<file path="config.mk">
export PLATFORM = sky130hd
export DESIGN_NAME = binary_to_decimal_ascii_core
export DESIGN_NICKNAME = d
export VERILOG_FILES = /design/src/hdl/b2d_pkg.sv /design/src/hdl/b2d_pipe.sv /design/src/hdl/binary_to_decimal_ascii_core.sv
export SDC_FILE = /design/constraint.sdc
export NUM_CORES = 2
export LEC_CHECK = 0
export ABC_AREA = 1
export BUFFER_PORTS_ARGS = -buffer_cell sky130_fd_sc_hd__buf_2
export CELL_PAD_IN_SITES_DETAIL_PLACEMENT = 1
export CELL_PAD_IN_SITES_GLOBAL_PLACEMENT = 1
export CORE_ASPECT_RATIO = 0.7
export CORE_MARGIN = 10
export CORE_UTILIZATION = 52
export CTS_CLUSTER_DIAMETER = 80
export DETAILED_ROUTE_END_ITERATION = 10
export PLACE_DENSITY = 0.89
export RECOVER_POWER = 50
export SKIP_LAST_GASP = 1
export SYNTH_ARGS = -nofsm -noshare
export SYNTH_HDL_FRONTEND = slang
export SYNTH_SLANG_ARGS = --single-unit
export TNS_END_PERCENT = 50
</file>
<file path="constraint.sdc">
create_clock -name clk -period 20.1 [get_ports clk]
set_input_delay 1.005 -clock clk [delete_from_list [all_inputs] [get_ports clk]]
set_output_delay 1.005 -clock clk [all_outputs]
set_load 0.01 [all_outputs]
</file>
<file path="src/hdl/b2d_pkg.sv">
// shared types and constants for the binary to decimal ascii converter
// no dependencies; imported by b2d_pipe and binary_to_decimal_ascii_core
package b2d_pkg;

  localparam int NUM_DIGITS = 10;
  localparam int DIGIT_W    = 4;
  localparam int IDX_W      = $clog2(NUM_DIGITS);
  localparam int DIFF_W     = 35;

  typedef logic [DIGIT_W-1:0] digit_t;
  typedef digit_t [NUM_DIGITS-1:0] digits_t;
  typedef logic [IDX_W-1:0] idx_t;

  localparam idx_t LAST_IDX = IDX_W'(NUM_DIGITS - 1);

  // ascii '0' sits at 0b110000, so a digit below ten only fills the low nibble
  localparam logic [1:0] ASCII_DIGIT_TOP = 2'b11;

  // decimal place weights, most significant first
  localparam logic [31:0] WEIGHT [NUM_DIGITS] = '{
    32'd1000000000, 32'd100000000, 32'd10000000, 32'd1000000, 32'd100000,
    32'd10000, 32'd1000, 32'd100, 32'd10, 32'd1
  };

  // c times the weight of place k, wide enough for nine billion
  function automatic logic [DIFF_W-1:0] multiple(input int unsigned k, input int unsigned c);
    logic [63:0] p;
    p = 64'(c) * 64'(WEIGHT[k]);
    return p[DIFF_W-1:0];
  endfunction

  // what the last pipeline stage hands to the character serializer
  typedef struct packed {
    logic    valid;
    logic    started;
    idx_t    first;
    digits_t digits;
  } pipe_out_t;

endpackage

</file>
<file path="src/hdl/b2d_pipe.sv">
// digit extraction pipeline: one register stage per decimal place
// depends on b2d_pkg
module b2d_pipe (
  input  logic              clk,
  input  logic              rst,
  input  logic              in_valid,
  output logic              in_stall,
  input  logic [31:0]       number,
  input  logic              take,
  output b2d_pkg::pipe_out_t result
);
  import b2d_pkg::*;

  logic                    v_q     [NUM_DIGITS];
  logic [31:0]             rest_q  [NUM_DIGITS-1];
  digits_t                 dig_q   [NUM_DIGITS];
  logic                    start_q [NUM_DIGITS];
  idx_t                    first_q [NUM_DIGITS];
  logic [NUM_DIGITS:0]     adv;

  // a stage moves when it is empty or the one after it moves
  assign adv[NUM_DIGITS] = take;
  assign in_stall        = !adv[0];

  for (genvar k = 0; k < NUM_DIGITS; k++) begin : g_stage
    logic [31:0] rest_in;
    digits_t     dig_in;
    logic        start_in;
    idx_t        first_in;
    logic        v_in;
    logic [31:0] rest_next;
    digit_t      d;
    digits_t     dig_next;
    logic [DIFF_W-1:0] diff;

    if (k == 0) begin : g_head
      assign rest_in  = number;
      assign dig_in   = '0;
      assign start_in = 1'b0;
      assign first_in = '0;
      assign v_in     = in_valid;
    end else begin : g_body
      assign rest_in  = rest_q[k-1];
      assign dig_in   = dig_q[k-1];
      assign start_in = start_q[k-1];
      assign first_in = first_q[k-1];
      assign v_in     = v_q[k-1];
    end

    assign adv[k] = !v_q[k] || adv[k+1];

    // largest multiple of the place weight that fits, all compares in parallel
    always_comb begin
      d         = '0;
      rest_next = rest_in;
      diff      = '0;
      for (int unsigned c = 1; c < 10; c++) begin
        diff = {{(DIFF_W-32){1'b0}}, rest_in} - multiple(k, c);
        if (!diff[DIFF_W-1]) begin
          d         = DIGIT_W'(c);
          rest_next = diff[31:0];
        end
      end
      dig_next    = dig_in;
      dig_next[k] = d;
    end

    always_ff @(posedge clk) begin
      if (rst) begin
        v_q[k] <= 1'b0;
      end else if (adv[k]) begin
        v_q[k] <= v_in;
      end
    end

    // payload, no reset
    always_ff @(posedge clk) begin
      if (adv[k]) begin
        dig_q[k]    <= dig_next;
        start_q[k]  <= start_in || (d != '0);
        first_q[k]  <= (!start_in && (d != '0)) ? IDX_W'(k) : first_in;
      end
    end

    if (k < NUM_DIGITS - 1) begin : g_rest
      always_ff @(posedge clk) begin
        if (adv[k]) begin
          rest_q[k] <= rest_next;
        end
      end
    end
  end

  assign result.valid   = v_q[NUM_DIGITS-1];
  assign result.started = start_q[NUM_DIGITS-1];
  assign result.first   = first_q[NUM_DIGITS-1];
  assign result.digits  = dig_q[NUM_DIGITS-1];

endmodule

</file>
<file path="src/hdl/binary_to_decimal_ascii_core.sv">
// binary to decimal ascii converter, top level: digit pipeline plus serializer
// depends on b2d_pkg and b2d_pipe
// path: a request passes the ten digit stages, then the serializer register
// throughput: one request per cycle enters the ten-stage digit pipeline
// unless in_stall holds it; the serializer emits one character per cycle
// unless out_stall holds it; numbers (1 to 10 digits) run gapless when ready
// reset: synchronous, clears pipeline and serializer valid bits only
module binary_to_decimal_ascii_core (
  input  logic        clk,
  input  logic        rst,
  input  logic        in_valid,
  output logic        in_stall,
  input  logic [31:0] number,
  output logic        out_valid,
  input  logic        out_stall,
  output logic [5:0]  digit_char,
  output logic        last
);
  import b2d_pkg::*;

  pipe_out_t p_out;
  logic      take;
  logic      out_fire;

  logic      ser_busy;
  digits_t   ser_dig;
  idx_t      ser_idx;

  b2d_pipe u_pipe (
    .clk      (clk),
    .rst      (rst),
    .in_valid (in_valid),
    .in_stall (in_stall),
    .number   (number),
    .take     (take),
    .result   (p_out)
  );

  // output side driven straight from the serializer registers
  assign out_valid  = ser_busy;
  assign last       = (ser_idx == LAST_IDX);
  assign digit_char = {ASCII_DIGIT_TOP, ser_dig[ser_idx]};
  assign out_fire   = out_valid && !out_stall;

  // next number loads when idle or as the current one's final character leaves
  assign take = !ser_busy || (out_fire && last);

  always_ff @(posedge clk) begin
    if (rst) begin
      ser_busy <= 1'b0;
    end else if (take) begin
      ser_busy <= p_out.valid;
    end
  end

  // start at the leading nonzero digit, or the ones place for zero
  always_ff @(posedge clk) begin
    if (take) begin
      ser_dig <= p_out.digits;
      ser_idx <= p_out.started ? p_out.first : LAST_IDX;
    end else if (out_fire) begin
      ser_idx <= ser_idx + 1'b1;
    end
  end

  a_char_range: assert property (@(posedge clk) disable iff (rst)
    out_valid |-> (digit_char >= 6'd48 && digit_char <= 6'd57))
    else $error("digit character out of range");

  a_idx_range: assert property (@(posedge clk) disable iff (rst)
    ser_busy |-> (ser_idx <= LAST_IDX))
    else $error("serializer index past the ones place");

  a_no_gap: assert property (@(posedge clk) disable iff (rst)
    (out_fire && !last) |=> out_valid)
    else $error("number ended without its last character");

  a_stall_full: assert property (@(posedge clk) disable iff (rst)
    in_stall |-> (p_out.valid && !take))
    else $error("input stalled while pipeline can advance");

endmodule
</file>
==> results.py <==
metrics = {
    "pwr": {
        "power.density_nw_per_um2": 123.4,
        "vdd_drop_max_mv": 0.08515,
        "switching_share_pct": 50.13,
        "internal_power_mw": 3.001,
        "p_leak_nw": 21.33,
        "power_frac_seq_pct": 37.2,
        "clkPwrFrac_pct": 18.7,
        "p_sw_mw": 3.016,
        "comb_power_share_pct": 44.1,
    },
    "setup_path": {
        "worstPathMaxFanout": 69,
        "crit_family": "buffers and inverters",
        "cp_slowest_cell": "nand2_1",
        "crit_type": "register to output pin",
        "critPathLaunchType": "register",
        "critPathCaptureType": "output pin",
        "crit_path_cell_trace": "ha_1, nand3_1, o21ai_0, clkbuf_1, inv_1, nand2_1, nor2_1, nand2_4, inv_2, nand2_2, buf_4, nor2_2, nand2_2, buf_4, nor2_1, nand2_2, buf_4, nor2_2, nand2_2, inv_1, buf_2",
        "crit_top_cell": "nand2_2",
        "cp.buffers_inverters": 8,
        "worstPathArrival_ns": 10.64,
        "cp_data_required_time_ns": 19.09,
        "slowest_delay_ns": 1.78,
    },
    "placed_design": {
        "gp_congestion": 1.009,
        "numPortBuffers": 42,
        "placed_area_um2": 47000,
        "dp_hpwl_um": 146300,
        "place_inst": 7609,
    },
    "sta": {
        "fin_tns_setup_ns": 0,
        "worst_pin_slew_ns": 2.517,
        "slew_headroom_pct": -67.79,
        "finalCritPeriodShare_pct": 57.95,
        "period_minus_slack_ns": 11.65,
        "setup_violations": 0,
        "finalHoldViolCount": 0,
        "slew_violations": 121,
        "whs_ns": 0.3634,
        "finClkSkew_ns": 0.08657,
        "fmaxAchievable_mhz": 85.85,
        "rsz0062_at_grt": "no",
    },
    "global_route": {
        "grt_util_all_layers_pct": 36.27,
        "grt_max_degree": 70,
        "overflow": 0,
        "grt_pass1_vias": 48130,
        "antenna_found_initial": 9,
        "grt_pass1_wl_um": 292100,
    },
    "final_layout": {
        "nNetsFinal": 6684,
        "final_util_pct": 55.26,
        "area_growth_pct": 5.185,
        "design_area_um2": 48760,
        "fillerInstances": 11540,
        "finalNonFillerCells": 7727,
        "drive_gt1_share_pct": 5.673,
    },
    "worst_hold_path": {
        "hold_path_class": "register to register",
    },
    "routing": {
        "via_per_inst": 6.376,
        "ant_nets": 0,
        "wl_per_cell_um": 25.03,
        "drt_iter0_markers": 6758,
        "via_count": 49270,
        "route.detailed.drc": 0,
        "drt-total-wl_um": 193400,
        "drtPass1Iterations": 6,
    },
    "clocking": {
        "cts_buffers": 59,
        "postCtsSetupBuffers": 0,
        "ctsHoldBuffers": 0,
        "clkLatencyLatePin_ns": 0.70,
        "ctsResizeCount": 0,
        "clk_pin_slew_ns": 0.07,
        "cts-htree-levels": 2,
        "cts.sinks": 587,
        "cts_tree": "built",
        "ctsRootBufferMaster": "clkbuf_16",
        "clk_path_buf_depth": 3,
    },
    "floorplanning": {
        "die_h_um": 269.8,
        "chipWidth_um": 376.9,
        "die-area_um2": 101700,
        "core_region_area_um2": 88240,
        "start_util_pct": 52.53,
        "rows": 91,
        "boundaryPins": 45,
    },
    "yosys": {
        "ys_types": 76,
        "syn_area_um2": 46360,
        "yosys_warnings": 0,
        "synth-edff-count": 586,
        "ys.flop_type": "edfxtp_1",
        "ys_ff_latch": 587,
        "syn_avg_cell_area_um2": 7.018,
        "async_flop_share_pct": 0,
        "seq_area_frac_synth_pct": 38.00,
        "syn_inst": 6605,
    },
    "status": {
        "violations": "capacitance limit, slew limit",
        "status": "complete, but fails checks",
    },
    "run": {
        "drv_cap": 4,
    },
}
stage by stage:
step	total power [mW]	setup WS, ns
floorplan	3.754	11.08
global placement	4.548	12.73
detailed placement	4.725	11.95
CTS	5.884	11.16
global route	6.289	7.484
finish	6.017	8.451
layer usage:
metal	vias to the layer above	routed length, µm	GRT usage, %
li1	21710	-	-
met1	23960	81390	51.84
met2	3093	82640	53.88
met3	503	22050	7.540
met4	2	7343	12.53
met5	-	13	0
power groups by stage:
stage | combinational, mW | clock [mW] | sequential, mW
5_1_grt | 2.87 | 1.18 | 2.24
3_5_place_dp | 2.51 | 0 | 2.22
6_report | 2.65 | 1.13 | 2.24
4_1_cts | 2.55 | 1.13 | 2.20
2_1_floorplan | 1.90 | 0 | 1.86
3_3_place_gp | 2.37 | 0 | 2.18
cell usage after synthesis (87+ instances only):
library cell	instances	area (µm²)
nand2_1	1991	7473
nor2_1	716	2688
inv_1	652	2447
edfxtp_1	586	17600
a21oi_1	584	2923
nand3_1	441	2207
o21ai_0	360	1802
ha_1	140	1752
buf_2	129	645.6
xor2_1	116	1016
nor3_1	105	525.5
inv_2	87	326.6
cell type report:
type	instances	area, µm²	area share (%)
clock inverters	46	440.4	0.9032
multi-input cells	5044	24550	50.36
well taps	1162	1454	2.982
repair buffers	61	336.6	0.6903
clock buffers	64	1495	3.066
flip-flops and latches	587	17620	36.13
inverters	755	2843	5.830
diodes	8	20.02	0.04106
worst reg2reg max path: stages, from the launching register on:
cell and delay [ns]:
edfxtp_1 0.92, ha_1 0.28, nand3_1 0.15, o21ai_0 0.25
clkbuf_1 1.78, inv_1 0.35, nand2_1 1.78, nor2_1 0.38
nand2_4 0.91, inv_2 0.11, nand2_2 0.09, buf_4 0.70
nor2_2 0.17, nand2_2 0.11, buf_4 0.59, nor2_1 0.18
nand2_2 0.09, buf_4 0.55, nor2_2 0.14, inv_2 0.78
sequential cells by signal, summed over array words and instances, names as in the netlist:
name	count
u_pipe.dig_q	210
u_pipe.first_q	25
u_pipe.v_q	10
u_pipe.rest_q	288
ser_dig	39
out_valid	1
u_pipe.start_q	10
ser_idx	4
cell families after synthesis:
group | count (synthesis) | share of synthesized area (%)
fa+ha+maj | 140 | 3.779
xor+xnor | 149 | 2.815
mux | 3 | 0.06478
other cells | 2 | 0.01620
flops | 587 | 38.00
compound gates | 1251 | 14.89
simple gates | 3498 | 31.71
buf+inv | 975 | 8.718
path summary, 6_finish.rpt:
kind | startpoint | end | slack (ns) | depth (start not counted)
worst max-delay path | ser_idx[0] | in_stall | 8.45 | 21
worst min-delay path | u_pipe.rest_q[0][128] | u_pipe.rest_q[0][160] | 0.36 | 0
worst max register to register | ser_idx[0] | u_pipe.rest_q[0][40] | 9.33 | 19
worst min register to register | u_pipe.rest_q[0][128] | u_pipe.rest_q[0][160] | 0.36 | 0
placed cells by master, fill, tap and decap left out, types with 19 or more instances in the layout:
cell	synthesis	routed
nand2_1	1991	1999
nor2_1	716	724
inv_1	652	662
a21oi_1	584	594
edfxtp_1	586	586
nand3_1	441	446
o21ai_0	360	383
ha_1	140	140
xor2_1	116	116
nor3_1	105	105
inv_2	87	76
a31oi_1	71	71
clkbuf_16	0	59
o21ai_1	71	51
o211ai_1	50	50
nand4_1	45	46
buf_2	129	35
nor2_2	37	33
xnor2_1	33	33
or2_2	29	29
clkinv_1	12	27
nor4_1	25	25
nand2_2	34	25
nor2_4	23	19
(Power assumes the default switching activity.)
